--- config.mk ---
export PLATFORM = sky130hd
export DESIGN_NAME = tempo_grid_tick_generator_top
export DESIGN_NICKNAME = d
export VERILOG_FILES = /design/src/tgt_pkg.sv /design/src/tgt_front.sv /design/src/tgt_div.sv /design/src/tgt_back.sv /design/src/tempo_grid_tick_generator_top.sv
export SDC_FILE = /design/constraint.sdc
export NUM_CORES = 2
export LEC_CHECK = 0
export CELL_PAD_IN_SITES_DETAIL_PLACEMENT = 0
export CELL_PAD_IN_SITES_GLOBAL_PLACEMENT = 1
export CORE_MARGIN = 4
export CORE_UTILIZATION = 55
export DETAILED_ROUTE_END_ITERATION = 8
export DONT_BUFFER_PORTS = 1
export GPL_TIMING_DRIVEN = 0
export PLACE_DENSITY = 0.89
export SLEW_MARGIN = 20
export SYNTH_ARGS = -nofsm -noshare
export SYNTH_HDL_FRONTEND = slang
export SYNTH_HIERARCHICAL = 1
export SYNTH_SLANG_ARGS = --single-unit
export TNS_END_PERCENT = 30
--- constraint.sdc ---
create_clock -name clk -period 16 [get_ports clk]
set_input_delay 3.2 -clock clk [delete_from_list [all_inputs] [get_ports clk]]
set_output_delay 3.2 -clock clk [all_outputs]
set_load 0.02 [all_outputs]
--- src/tgt_pkg.sv ---
// tempo grid tick generator: shared types, codes and constants
// no dependencies

package tgt_pkg;

  localparam int unsigned NUM_MODES = 30;
  localparam int unsigned TIME_W    = 32;
  localparam int unsigned IVAL_W    = 16;
  localparam int unsigned MODE_W    = 5;
  localparam int unsigned KIND_W    = 3;
  localparam int unsigned CFG_IDX_W = 2;
  localparam int unsigned CFG_W     = NUM_MODES;

  localparam logic [IVAL_W-1:0] DEFAULT_TEMPO = 16'd500;
  localparam logic [MODE_W-1:0] BYPASS_A_RST  = 5'd2;
  localparam logic [MODE_W-1:0] BYPASS_B_RST  = 5'd6;

  // queue between front and back
  localparam int unsigned QDEPTH = 2;
  localparam int unsigned QPTR_W = 1;
  localparam int unsigned QCNT_W = 2;

  // divider: one quotient bit per cycle
  localparam int unsigned DIV_STEPS = TIME_W;
  localparam int unsigned DIV_CNT_W = 5;

  // item kinds on the input
  localparam logic [KIND_W-1:0] KIND_UPDATE  = 3'd0;
  localparam logic [KIND_W-1:0] KIND_TAP     = 3'd1;
  localparam logic [KIND_W-1:0] KIND_TEMPO   = 3'd2;
  localparam logic [KIND_W-1:0] KIND_OPMODE  = 3'd3;
  localparam logic [KIND_W-1:0] KIND_SYNC    = 3'd4;
  localparam logic [KIND_W-1:0] KIND_RESTART = 3'd5;

  // configuration register indexes
  localparam logic [CFG_IDX_W-1:0] REG_PULSE_MASK = 2'd0;
  localparam logic [CFG_IDX_W-1:0] REG_BYPASS_A   = 2'd1;
  localparam logic [CFG_IDX_W-1:0] REG_BYPASS_B   = 2'd2;

  typedef enum logic [2:0] {
    OP_NONE,
    OP_UPDATE,
    OP_TAP,
    OP_TEMPO,
    OP_MODE,
    OP_SYNC,
    OP_RESTART
  } op_t;

  typedef enum logic [1:0] {
    BS_IDLE,
    BS_EXEC,
    BS_DIV,
    BS_FIN
  } back_state_t;

  typedef struct packed {
    op_t               op;
    logic [TIME_W-1:0] now;
    logic [IVAL_W-1:0] ival;
    logic [TIME_W-1:0] evt;   // raw event time for tap, resolved start time otherwise
    logic              ext;
    logic [MODE_W-1:0] nmode;
    logic              calc;
  } item_t;

  typedef struct packed {
    logic busy;
    logic done;
  } div_stat_t;

  // event time zero or in the future means now
  function automatic logic [TIME_W-1:0] pick_t0(input logic [TIME_W-1:0] ev,
                                                input logic [TIME_W-1:0] now);
    pick_t0 = ((ev == '0) || (ev > now)) ? now : ev;
  endfunction

endpackage

--- src/tgt_front.sv ---
// front end: accepts items, classifies them and queues them for the back end
// depends on tgt_pkg

module tgt_front (
  input  logic                       clk,
  input  logic                       rst_n,
  input  logic                       in_valid,
  output logic                       in_ready,
  input  logic [tgt_pkg::KIND_W-1:0] in_mode,
  input  logic [tgt_pkg::TIME_W-1:0] in_now_ms,
  input  logic [tgt_pkg::IVAL_W-1:0] in_interval_ms,
  input  logic [tgt_pkg::TIME_W-1:0] in_event_time_ms,
  input  logic                       in_external_clock,
  input  logic [tgt_pkg::MODE_W-1:0] in_new_op_mode,
  input  logic                       in_calc_change,
  input  logic                       pop,
  output logic                       q_valid,
  output tgt_pkg::item_t             q_item
);

  tgt_pkg::item_t                 dec_item;
  tgt_pkg::item_t                 q_r [tgt_pkg::QDEPTH];
  logic [tgt_pkg::QPTR_W-1:0]     wr_ptr_r, wr_ptr_nxt;
  logic [tgt_pkg::QPTR_W-1:0]     rd_ptr_r, rd_ptr_nxt;
  logic [tgt_pkg::QCNT_W-1:0]     cnt_r, cnt_nxt;
  logic                           push;

  // classify: ignored requests become no-ops here
  always_comb begin
    dec_item.now   = in_now_ms;
    dec_item.ival  = in_interval_ms;
    dec_item.ext   = in_external_clock;
    dec_item.nmode = in_new_op_mode;
    dec_item.calc  = in_calc_change;
    case (in_mode)
      tgt_pkg::KIND_UPDATE:  dec_item.op = tgt_pkg::OP_UPDATE;
      tgt_pkg::KIND_TAP:
        dec_item.op = (in_interval_ms != '0) ? tgt_pkg::OP_TAP : tgt_pkg::OP_NONE;
      tgt_pkg::KIND_TEMPO:
        dec_item.op = (in_interval_ms != '0) ? tgt_pkg::OP_TEMPO : tgt_pkg::OP_NONE;
      tgt_pkg::KIND_OPMODE:
        dec_item.op = (in_new_op_mode < tgt_pkg::MODE_W'(tgt_pkg::NUM_MODES)) ?
                      tgt_pkg::OP_MODE : tgt_pkg::OP_NONE;
      tgt_pkg::KIND_SYNC:    dec_item.op = tgt_pkg::OP_SYNC;
      tgt_pkg::KIND_RESTART: dec_item.op = tgt_pkg::OP_RESTART;
      default:               dec_item.op = tgt_pkg::OP_NONE;
    endcase
    dec_item.evt = (dec_item.op == tgt_pkg::OP_TAP) ? in_event_time_ms :
                   tgt_pkg::pick_t0(in_event_time_ms, in_now_ms);
  end

  assign in_ready = (cnt_r != tgt_pkg::QCNT_W'(tgt_pkg::QDEPTH));
  assign push     = in_valid && in_ready;
  assign q_valid  = (cnt_r != '0);
  assign q_item   = q_r[rd_ptr_r];

  always_comb begin
    wr_ptr_nxt = push ? wr_ptr_r + 1'b1 : wr_ptr_r;
    rd_ptr_nxt = pop ? rd_ptr_r + 1'b1 : rd_ptr_r;
    cnt_nxt    = cnt_r;
    if (push && !pop) begin
      cnt_nxt = cnt_r + 1'b1;
    end else if (pop && !push) begin
      cnt_nxt = cnt_r - 1'b1;
    end
  end

  always_ff @(posedge clk) begin
    if (!rst_n) begin
      wr_ptr_r <= '0;
      rd_ptr_r <= '0;
      cnt_r    <= '0;
    end else begin
      wr_ptr_r <= wr_ptr_nxt;
      rd_ptr_r <= rd_ptr_nxt;
      cnt_r    <= cnt_nxt;
    end
  end

  always_ff @(posedge clk) begin
    if (push) begin
      q_r[wr_ptr_r] <= dec_item;
    end
  end

`ifndef SYNTHESIS
  a_cnt_bound: assert property (@(posedge clk) disable iff (!rst_n)
    cnt_r <= tgt_pkg::QCNT_W'(tgt_pkg::QDEPTH))
    else $error("queue count over depth");

  a_cnt_push: assert property (@(posedge clk) disable iff (!rst_n)
    (push && !pop) |=> (cnt_r == $past(cnt_r) + 1'b1))
    else $error("queue count did not follow push");
`endif

endmodule

--- src/tgt_div.sv ---
// iterative restoring divider, 32-bit dividend by 16-bit divisor, one bit per cycle
// depends on tgt_pkg

module tgt_div (
  input  logic                       clk,
  input  logic                       rst_n,
  input  logic                       start,
  input  logic [tgt_pkg::TIME_W-1:0] dividend,
  input  logic [tgt_pkg::IVAL_W-1:0] divisor,
  output tgt_pkg::div_stat_t         stat,
  output logic [tgt_pkg::TIME_W-1:0] quo,
  output logic [tgt_pkg::IVAL_W-1:0] rem
);

  logic [tgt_pkg::TIME_W-1:0]    quo_r, quo_nxt;
  logic [tgt_pkg::IVAL_W-1:0]    rem_r, rem_nxt;
  logic [tgt_pkg::IVAL_W-1:0]    dvs_r;
  logic [tgt_pkg::DIV_CNT_W-1:0] cnt_r;
  logic                          busy_r;
  logic                          done_r;
  logic [tgt_pkg::IVAL_W:0]      trial;
  logic [tgt_pkg::IVAL_W:0]      diff;

  always_comb begin
    trial = {rem_r, quo_r[tgt_pkg::TIME_W-1]};
    diff  = trial - {1'b0, dvs_r};
    if (trial >= {1'b0, dvs_r}) begin
      rem_nxt = diff[tgt_pkg::IVAL_W-1:0];
      quo_nxt = {quo_r[tgt_pkg::TIME_W-2:0], 1'b1};
    end else begin
      rem_nxt = trial[tgt_pkg::IVAL_W-1:0];
      quo_nxt = {quo_r[tgt_pkg::TIME_W-2:0], 1'b0};
    end
  end

  always_ff @(posedge clk) begin
    if (!rst_n) begin
      busy_r <= 1'b0;
      done_r <= 1'b0;
      cnt_r  <= '0;
    end else begin
      done_r <= 1'b0;
      if (start) begin
        busy_r <= 1'b1;
        cnt_r  <= tgt_pkg::DIV_CNT_W'(tgt_pkg::DIV_STEPS - 1);
      end else if (busy_r) begin
        if (cnt_r == '0) begin
          busy_r <= 1'b0;
          done_r <= 1'b1;
        end else begin
          cnt_r <= cnt_r - 1'b1;
        end
      end
    end
  end

  always_ff @(posedge clk) begin
    if (start) begin
      quo_r <= dividend;
      rem_r <= '0;
      dvs_r <= divisor;
    end else if (busy_r) begin
      quo_r <= quo_nxt;
      rem_r <= rem_nxt;
    end
  end

  assign stat.busy = busy_r;
  assign stat.done = done_r;
  assign quo       = quo_r;
  assign rem       = rem_r;

endmodule

--- src/tgt_back.sv ---
// back end: beat grid state, item execution, configuration and result register
// depends on tgt_pkg and tgt_div

module tgt_back (
  input  logic                          clk,
  input  logic                          rst_n,
  input  logic                          q_valid,
  input  tgt_pkg::item_t                q_item,
  output logic                          pop,
  input  logic                          cfg_wr_en,
  input  logic [tgt_pkg::CFG_IDX_W-1:0] cfg_index,
  input  logic [tgt_pkg::CFG_W-1:0]     cfg_wdata,
  output logic                          out_valid,
  input  logic                          out_ready,
  output logic                          out_tick,
  output logic                          out_pulse_out,
  output logic [tgt_pkg::TIME_W-1:0]    out_tick_count,
  output logic [tgt_pkg::IVAL_W-1:0]    out_tempo_ms,
  output logic [tgt_pkg::TIME_W-1:0]    out_elapsed_ms,
  output logic                          out_sync_flag,
  output logic                          out_calc_changed_flag,
  output logic                          out_run_mode_step,
  output logic [tgt_pkg::MODE_W-1:0]    out_op_mode
);

  tgt_pkg::back_state_t state_r, state_nxt;
  tgt_pkg::item_t       cur_r;
  tgt_pkg::div_stat_t   div_st;

  logic [tgt_pkg::CFG_W-1:0]  mask_r;
  logic [tgt_pkg::MODE_W-1:0] byp_a_r, byp_b_r;

  logic [tgt_pkg::TIME_W-1:0] last_beat_r, last_beat_nxt;
  logic [tgt_pkg::TIME_W-1:0] last_upd_r, last_upd_nxt;
  logic [tgt_pkg::TIME_W-1:0] count_r, count_nxt;
  logic [tgt_pkg::IVAL_W-1:0] period_r, period_nxt;
  logic [tgt_pkg::MODE_W-1:0] mode_r, mode_nxt;
  logic                       tap_pend_r, tap_pend_nxt;
  logic [tgt_pkg::IVAL_W-1:0] tap_per_r, tap_per_nxt;
  logic [tgt_pkg::TIME_W-1:0] tap_time_r, tap_time_nxt;
  logic                       sync_r, sync_nxt;
  logic                       calc_r, calc_nxt;
  logic                       byp_r, byp_nxt;

  logic                       res_tick, res_pulse, res_sync, res_calc, res_run;
  logic [tgt_pkg::TIME_W-1:0] res_elapsed;
  logic [31:0]                mask_ext;

  logic                       out_valid_r;
  logic                       slot_free;
  logic [tgt_pkg::TIME_W-1:0] late;
  logic                       due;
  logic                       needs_div;
  logic                       div_start;
  logic                       commit;
  logic [tgt_pkg::TIME_W-1:0] div_dividend;
  logic [tgt_pkg::IVAL_W-1:0] div_divisor;
  logic [tgt_pkg::TIME_W-1:0] div_quo;
  logic [tgt_pkg::IVAL_W-1:0] div_rem;

  assign slot_free = !out_valid_r || out_ready;
  assign late      = cur_r.now - last_beat_r;
  assign due       = (period_r != '0) && (late >= {16'b0, period_r});
  assign needs_div = ((cur_r.op == tgt_pkg::OP_UPDATE) && !tap_pend_r && due) ||
                     ((cur_r.op == tgt_pkg::OP_TEMPO) && cur_r.ext);

  always_comb begin
    if (cur_r.op == tgt_pkg::OP_UPDATE) begin
      div_dividend = late;
      div_divisor  = period_r;
    end else begin
      div_dividend = cur_r.now - cur_r.evt;
      div_divisor  = cur_r.ival;
    end
  end

  tgt_div u_div (
    .clk      (clk),
    .rst_n    (rst_n),
    .start    (div_start),
    .dividend (div_dividend),
    .divisor  (div_divisor),
    .stat     (div_st),
    .quo      (div_quo),
    .rem      (div_rem)
  );

  // next state
  always_comb begin
    state_nxt = state_r;
    case (state_r)
      tgt_pkg::BS_IDLE: if (q_valid) state_nxt = tgt_pkg::BS_EXEC;
      tgt_pkg::BS_EXEC: begin
        if (needs_div) begin
          state_nxt = tgt_pkg::BS_DIV;
        end else if (slot_free) begin
          state_nxt = tgt_pkg::BS_IDLE;
        end
      end
      tgt_pkg::BS_DIV:  if (div_st.done) state_nxt = tgt_pkg::BS_FIN;
      tgt_pkg::BS_FIN:  if (slot_free) state_nxt = tgt_pkg::BS_IDLE;
      default:          state_nxt = tgt_pkg::BS_IDLE;
    endcase
  end

  // state outputs
  always_comb begin
    pop       = 1'b0;
    div_start = 1'b0;
    commit    = 1'b0;
    case (state_r)
      tgt_pkg::BS_IDLE: pop = q_valid;
      tgt_pkg::BS_EXEC: begin
        div_start = needs_div;
        commit    = !needs_div && slot_free;
      end
      tgt_pkg::BS_FIN:  commit = slot_free;
      default: ;
    endcase
  end

  // item execution
  always_comb begin
    last_beat_nxt = last_beat_r;
    last_upd_nxt  = last_upd_r;
    count_nxt     = count_r;
    period_nxt    = period_r;
    mode_nxt      = mode_r;
    tap_pend_nxt  = tap_pend_r;
    tap_per_nxt   = tap_per_r;
    tap_time_nxt  = tap_time_r;
    sync_nxt      = sync_r;
    calc_nxt      = calc_r;
    byp_nxt       = byp_r;
    res_tick      = 1'b0;
    res_pulse     = 1'b0;
    res_sync      = 1'b0;
    res_calc      = 1'b0;
    res_run       = 1'b0;
    res_elapsed   = '0;
    mask_ext      = 32'(mask_r);
    case (cur_r.op)
      tgt_pkg::OP_UPDATE: begin
        res_elapsed = cur_r.now - last_upd_r;
        if (tap_pend_r) begin
          tap_pend_nxt  = 1'b0;
          period_nxt    = tap_per_r;
          last_beat_nxt = tgt_pkg::pick_t0(tap_time_r, cur_r.now);
          count_nxt     = count_r + 1'b1;
          res_tick      = 1'b1;
        end else if (due) begin
          // catch up by whole periods: grid lands at now minus remainder
          last_beat_nxt = cur_r.now - {16'b0, div_rem};
          count_nxt     = count_r + div_quo;
          res_tick      = 1'b1;
        end
        res_pulse    = res_tick && !mask_ext[mode_r];
        res_sync     = sync_r;
        res_calc     = calc_r;
        res_run      = !byp_r;
        byp_nxt      = 1'b0;
        sync_nxt     = 1'b0;
        calc_nxt     = 1'b0;
        last_upd_nxt = cur_r.now;
      end
      tgt_pkg::OP_TAP: begin
        tap_pend_nxt = 1'b1;
        tap_per_nxt  = cur_r.ival;
        tap_time_nxt = cur_r.evt;
      end
      tgt_pkg::OP_TEMPO: begin
        period_nxt    = cur_r.ival;
        last_beat_nxt = cur_r.ext ? cur_r.now - {16'b0, div_rem} : cur_r.evt;
      end
      tgt_pkg::OP_MODE: begin
        if (cur_r.nmode != mode_r) begin
          mode_nxt  = cur_r.nmode;
          count_nxt = '0;
          byp_nxt   = (cur_r.nmode == byp_a_r) || (cur_r.nmode == byp_b_r);
        end
      end
      tgt_pkg::OP_SYNC: begin
        sync_nxt  = 1'b1;
        calc_nxt  = cur_r.calc;
        count_nxt = '0;
      end
      tgt_pkg::OP_RESTART: begin
        last_beat_nxt = cur_r.now;
        count_nxt     = '0;
        sync_nxt      = 1'b1;
        calc_nxt      = 1'b0;
      end
      default: ;
    endcase
  end

  always_ff @(posedge clk) begin
    if (!rst_n) begin
      state_r     <= tgt_pkg::BS_IDLE;
      out_valid_r <= 1'b0;
      mask_r      <= '0;
      byp_a_r     <= tgt_pkg::BYPASS_A_RST;
      byp_b_r     <= tgt_pkg::BYPASS_B_RST;
      last_beat_r <= '0;
      last_upd_r  <= '0;
      count_r     <= '0;
      period_r    <= tgt_pkg::DEFAULT_TEMPO;
      mode_r      <= '0;
      tap_pend_r  <= 1'b0;
      tap_per_r   <= '0;
      tap_time_r  <= '0;
      sync_r      <= 1'b0;
      calc_r      <= 1'b0;
      byp_r       <= 1'b0;
    end else begin
      state_r <= state_nxt;
      if (commit) begin
        out_valid_r <= 1'b1;
      end else if (out_ready) begin
        out_valid_r <= 1'b0;
      end
      if (cfg_wr_en) begin
        case (cfg_index)
          tgt_pkg::REG_PULSE_MASK: mask_r  <= cfg_wdata;
          tgt_pkg::REG_BYPASS_A:   byp_a_r <= cfg_wdata[tgt_pkg::MODE_W-1:0];
          tgt_pkg::REG_BYPASS_B:   byp_b_r <= cfg_wdata[tgt_pkg::MODE_W-1:0];
          default: ;
        endcase
      end
      if (commit) begin
        last_beat_r <= last_beat_nxt;
        last_upd_r  <= last_upd_nxt;
        count_r     <= count_nxt;
        period_r    <= period_nxt;
        mode_r      <= mode_nxt;
        tap_pend_r  <= tap_pend_nxt;
        tap_per_r   <= tap_per_nxt;
        tap_time_r  <= tap_time_nxt;
        sync_r      <= sync_nxt;
        calc_r      <= calc_nxt;
        byp_r       <= byp_nxt;
      end
    end
  end

  always_ff @(posedge clk) begin
    if (pop) begin
      cur_r <= q_item;
    end
    if (commit) begin
      out_tick              <= res_tick;
      out_pulse_out         <= res_pulse;
      out_tick_count        <= count_nxt;
      out_tempo_ms          <= period_nxt;
      out_elapsed_ms        <= res_elapsed;
      out_sync_flag         <= res_sync;
      out_calc_changed_flag <= res_calc;
      out_run_mode_step     <= res_run;
      out_op_mode           <= mode_nxt;
    end
  end

  assign out_valid = out_valid_r;

`ifndef SYNTHESIS
  a_div_in_div_state: assert property (@(posedge clk) disable iff (!rst_n)
    (state_r == tgt_pkg::BS_DIV) |-> (div_st.busy || div_st.done))
    else $error("divider idle while waiting on it");

  a_div_done_state: assert property (@(posedge clk) disable iff (!rst_n)
    div_st.done |-> (state_r == tgt_pkg::BS_DIV))
    else $error("divider finished outside divide state");

  a_tap_no_div: assert property (@(posedge clk) disable iff (!rst_n)
    (state_r == tgt_pkg::BS_EXEC && cur_r.op == tgt_pkg::OP_UPDATE && tap_pend_r)
      |-> !needs_div)
    else $error("tap boundary update started a divide");
`endif

endmodule

--- src/tempo_grid_tick_generator_top.sv ---
// an accepted item is written into the queue, popped into the back end's item register and
// executed; a catch-up or grid snap first runs the bit-serial divider before the commit
// the back end takes a new item only after committing the last one; the queue accepts input while not full
// a 2-item queue decouples the input from execution; the result register frees the back end
// reset: synchronous active-low rst_n clears queue, state and flags, tempo to 500 ms,
// pulse mask to 0 and bypass modes to 2 and 6; no clearing pass

module tempo_grid_tick_generator_top (
  input  logic                          clk,
  input  logic                          rst_n,
  input  logic                          in_valid,
  output logic                          in_ready,
  input  logic [tgt_pkg::KIND_W-1:0]    in_mode,
  input  logic [tgt_pkg::TIME_W-1:0]    in_now_ms,
  input  logic [tgt_pkg::IVAL_W-1:0]    in_interval_ms,
  input  logic [tgt_pkg::TIME_W-1:0]    in_event_time_ms,
  input  logic                          in_external_clock,
  input  logic [tgt_pkg::MODE_W-1:0]    in_new_op_mode,
  input  logic                          in_calc_change,
  input  logic                          cfg_wr_en,
  input  logic [tgt_pkg::CFG_IDX_W-1:0] cfg_index,
  input  logic [tgt_pkg::CFG_W-1:0]     cfg_wdata,
  output logic                          out_valid,
  input  logic                          out_ready,
  output logic                          out_tick,
  output logic                          out_pulse_out,
  output logic [tgt_pkg::TIME_W-1:0]    out_tick_count,
  output logic [tgt_pkg::IVAL_W-1:0]    out_tempo_ms,
  output logic [tgt_pkg::TIME_W-1:0]    out_elapsed_ms,
  output logic                          out_sync_flag,
  output logic                          out_calc_changed_flag,
  output logic                          out_run_mode_step,
  output logic [tgt_pkg::MODE_W-1:0]    out_op_mode
);

  logic           q_valid;
  logic           pop;
  tgt_pkg::item_t q_item;

  tgt_front u_front (
    .clk               (clk),
    .rst_n             (rst_n),
    .in_valid          (in_valid),
    .in_ready          (in_ready),
    .in_mode           (in_mode),
    .in_now_ms         (in_now_ms),
    .in_interval_ms    (in_interval_ms),
    .in_event_time_ms  (in_event_time_ms),
    .in_external_clock (in_external_clock),
    .in_new_op_mode    (in_new_op_mode),
    .in_calc_change    (in_calc_change),
    .pop               (pop),
    .q_valid           (q_valid),
    .q_item            (q_item)
  );

  tgt_back u_back (
    .clk                   (clk),
    .rst_n                 (rst_n),
    .q_valid               (q_valid),
    .q_item                (q_item),
    .pop                   (pop),
    .cfg_wr_en             (cfg_wr_en),
    .cfg_index             (cfg_index),
    .cfg_wdata             (cfg_wdata),
    .out_valid             (out_valid),
    .out_ready             (out_ready),
    .out_tick              (out_tick),
    .out_pulse_out         (out_pulse_out),
    .out_tick_count        (out_tick_count),
    .out_tempo_ms          (out_tempo_ms),
    .out_elapsed_ms        (out_elapsed_ms),
    .out_sync_flag         (out_sync_flag),
    .out_calc_changed_flag (out_calc_changed_flag),
    .out_run_mode_step     (out_run_mode_step),
    .out_op_mode           (out_op_mode)
  );

endmodule

==> results.md <==
- Worst skew pair latency: around 0.65 ns
- DP HPWL: approximately 95 mm
- RSZ-0062 raised after global routing: no
- DR iter-0 viols: 3,675
- Core Box Area: between 60,000 and 70,000 um^2
- Post-Synthesis Mean Instance Area: roughly 9.9 um^2
- Internal Pwr Total: between 0.005 and 0.006 W
- Final Hold Fails: 0
- Achievable frequency: 0.125 GHz
- PD cells: 223 nW/um^2
- Worst min path class: register to register
- Synth Net Count: between 4,000 and 5,000
- CTS sink cnt: 648
- Post-CTS Setup Bufs: 0
- Grt ovf: 0
- Met3 wire len: around 11 mm
- Data arrival, critical path: approximately 8.4 ns
- Die Span Y: around 270 um
- Most frequent cells in the layout: edfxtp_1 (408), nand2_1 (373), a21oi_1 (316)
- Gate power share: 52.3%
- Final ANT Viol Nets: 0
- Initial Utilization: between 50% and 60%
- FF-to-FF End: u_back/u_div/quo[28]
- CP Class: register to register
- Max-slew violation count: 0
- Die W: 272 um
- Hold Path End: u_back/last_upd_r[6]
- Die ar.: approximately 74,000 um^2
- Reg2Reg Setup Slack: roughly 8 ns
- Longest Clk Path Bufs: 3
- Hold wc startpoint: u_back/last_upd_r[6]
- Num rows: 96
- Vias per inst: roughly 6.3
- LEAKAGE: 15.9 nW
- Max layer used: met4
- Hold Buf Count CTS: 0
- Most common cell after layout, fill and taps aside: edfxtp_1
- R2r worst-path depth: 22
- Drt first pass iters: 9
- CP Launch Type: register
- Metal-1 WL: between 40 and 50 mm
- Outcome: finished clean
- Placed cell areas: approximately 40,000 um^2
- Crit path required time: between 15 and 20 ns
- Clock power share: ~18%
- H-tree depth: 3
- # IOs: 219
- Switching part of the total: 46.6%
- Clock Tree Root: clkbuf_16
- MaxCap Viol Count: 0
- Min Clock Period, post-route: 7.97 ns
- Worst slew pin tran: between 1 and 1.5 ns
- Hold path depth: 2
- WL/cell: 25.1 um
- Final GP Congestion: around 1.0
- Reg power frac: a little under a third
- Drt total wl: between 100 and 150 mm
- Cell area after layout: ~42,000 um^2
- RR Startpoint: u_back/cur_r[55]
- Slew HR: 13.6%
- Yosys warning total: 6
- Synth Cell Area: roughly 38,000 um^2
- Vias in the first global route: 29,800
- CP Capture Type: register
- CTS resizes: 0
- Final-stage net count: around 4,400
- Crit share post-route: between 40% and 50%
- Share of cells above drive strength 1: approximately a tenth
- Reg clk slew, reported paths: around 0.06 ns
- CTS tree: built
- Setup TNS: 0 ns
- Port bufs: 0
- Net switching power: 0.00438 W
- Num CTS Buffers: 70
- GRT Util Overall: about 33%
- Area Growth Syn to Fin: 9.84%
- First-pass GRT wire length: 185 mm
- Initial antenna violation count: 1
- Final setup violation count: 0
- Vias: about 31,000
- Worst Path Max Fanout: 20
- Final Skew: 0.0354 ns
- Post-Synthesis Cells: 3,894
- Largest net degree at the start of global routing: 67
- VDD IR max: between 0.1 and 0.15 mV
- Drc violations: 0
- Met2 WL post-DR: between 50 and 60 mm
through the flow:
step	power [W]	worst slack (ns)	instances	util, %	hold WS (ns)
after floorplan	0.00601	7.48	3894	-	0.433
after global placement	0.00755	3.22	4825	57.5	0.439
after detailed placement	0.00757	8.27	4841	57.8	0.444
after CTS	0.00926	8.20	4971	61.2	0.452
after global routing	0.00990	7.80	4971	61.3	0.471
final	0.00939	8.03	4972	61.3	0.452
metal layers:
| metal | vias up | GRT usage [%] |
|---|---|---|
| li1 | 14500 | - |
| met5 | - | 0 |
| met1 | 15000 | 42.4 |
| met4 | 0 | 16.4 |
| met3 | 342 | 6.38 |
| met2 | 1536 | 52.5 |
critical path: stages (launching register included):
cell,delay (ns)
edfxtp_1,0.57
inv_1,0.43
ha_1,0.24
inv_1,0.05
fa_1,0.44
a211oi_1,0.30
o21ai_1,0.17
a31oi_2,0.31
nand2_1,0.09
a21oi_1,0.19
xnor2_1,0.18
ha_1,0.32
and4_1,0.21
o2111ai_1,0.12
o221ai_1,0.26
nor4bb_1,0.11
and4_1,0.27
a211oi_2,0.57
o21ai_0,0.43
inv_1,0.71
buf_1,0.59
clkbuf_1,0.70
mux2_2,0.42
how the worst max path moves through the flow:
stage / from / end / slack, ns
floorplan: u_front/cnt_r[0] / u_front/cnt_r[1] / 7.48
global placement: u_front/cnt_r[0] / u_front/cnt_r[1] / 3.22
detailed placement: u_back/cur_r[55] / u_back/u_div/quo[28] / 8.27
CTS: u_back/cur_r[55] / u_back/u_div/quo[28] / 8.20
global route: u_back/cur_r[55] / u_back/u_div/quo[29] / 7.80
finish: u_back/cur_r[55] / u_back/u_div/quo[28] / 8.03
final cells by class:
cell class	count	area, um^2
Clock buffer	94	1910
Tap cell	931	1160
Clock inverter	36	454
Multi-Input combinational cell	2794	19500
Buffer	178	810
Sequential cell	648	17100
Inverter	274	1030
Fill cell	5733	26700
Antenna cell	1	2.50
Timing Repair Buffer	16	209
state kept, by name, indices dropped and copies added, names as in the netlist, 16 cells and up, named ones only:
name                   count
u_front/q_r              180
u_back/cur_r              90
u_back/count_r            32
u_back/last_beat_r        32
u_back/last_upd_r         32
u_back/out_elapsed_ms     32
u_back/out_tick_count     32
u_back/tap_time_r         32
u_back/u_div/quo          32
u_back/mask_r             30
u_back/out_tempo_ms       16
u_back/period_r           16
u_back/tap_per_r          16
u_back/u_div/dvs_r        16
u_back/u_div/rem          16
power groups by stage:
stage,Combinational [W],Clock [W],Sequential [W]
6_report,0.00491,0.00165,0.00283
5_1_grt,0.00531,0.00175,0.00284
4_1_cts,0.00478,0.00167,0.00280
3_5_place_dp,0.00474,0,0.00283
3_3_place_gp,0.00467,0,0.00289
2_1_floorplan,0.00338,0,0.00263
Note: power is estimated with default switching activity, not from simulation.
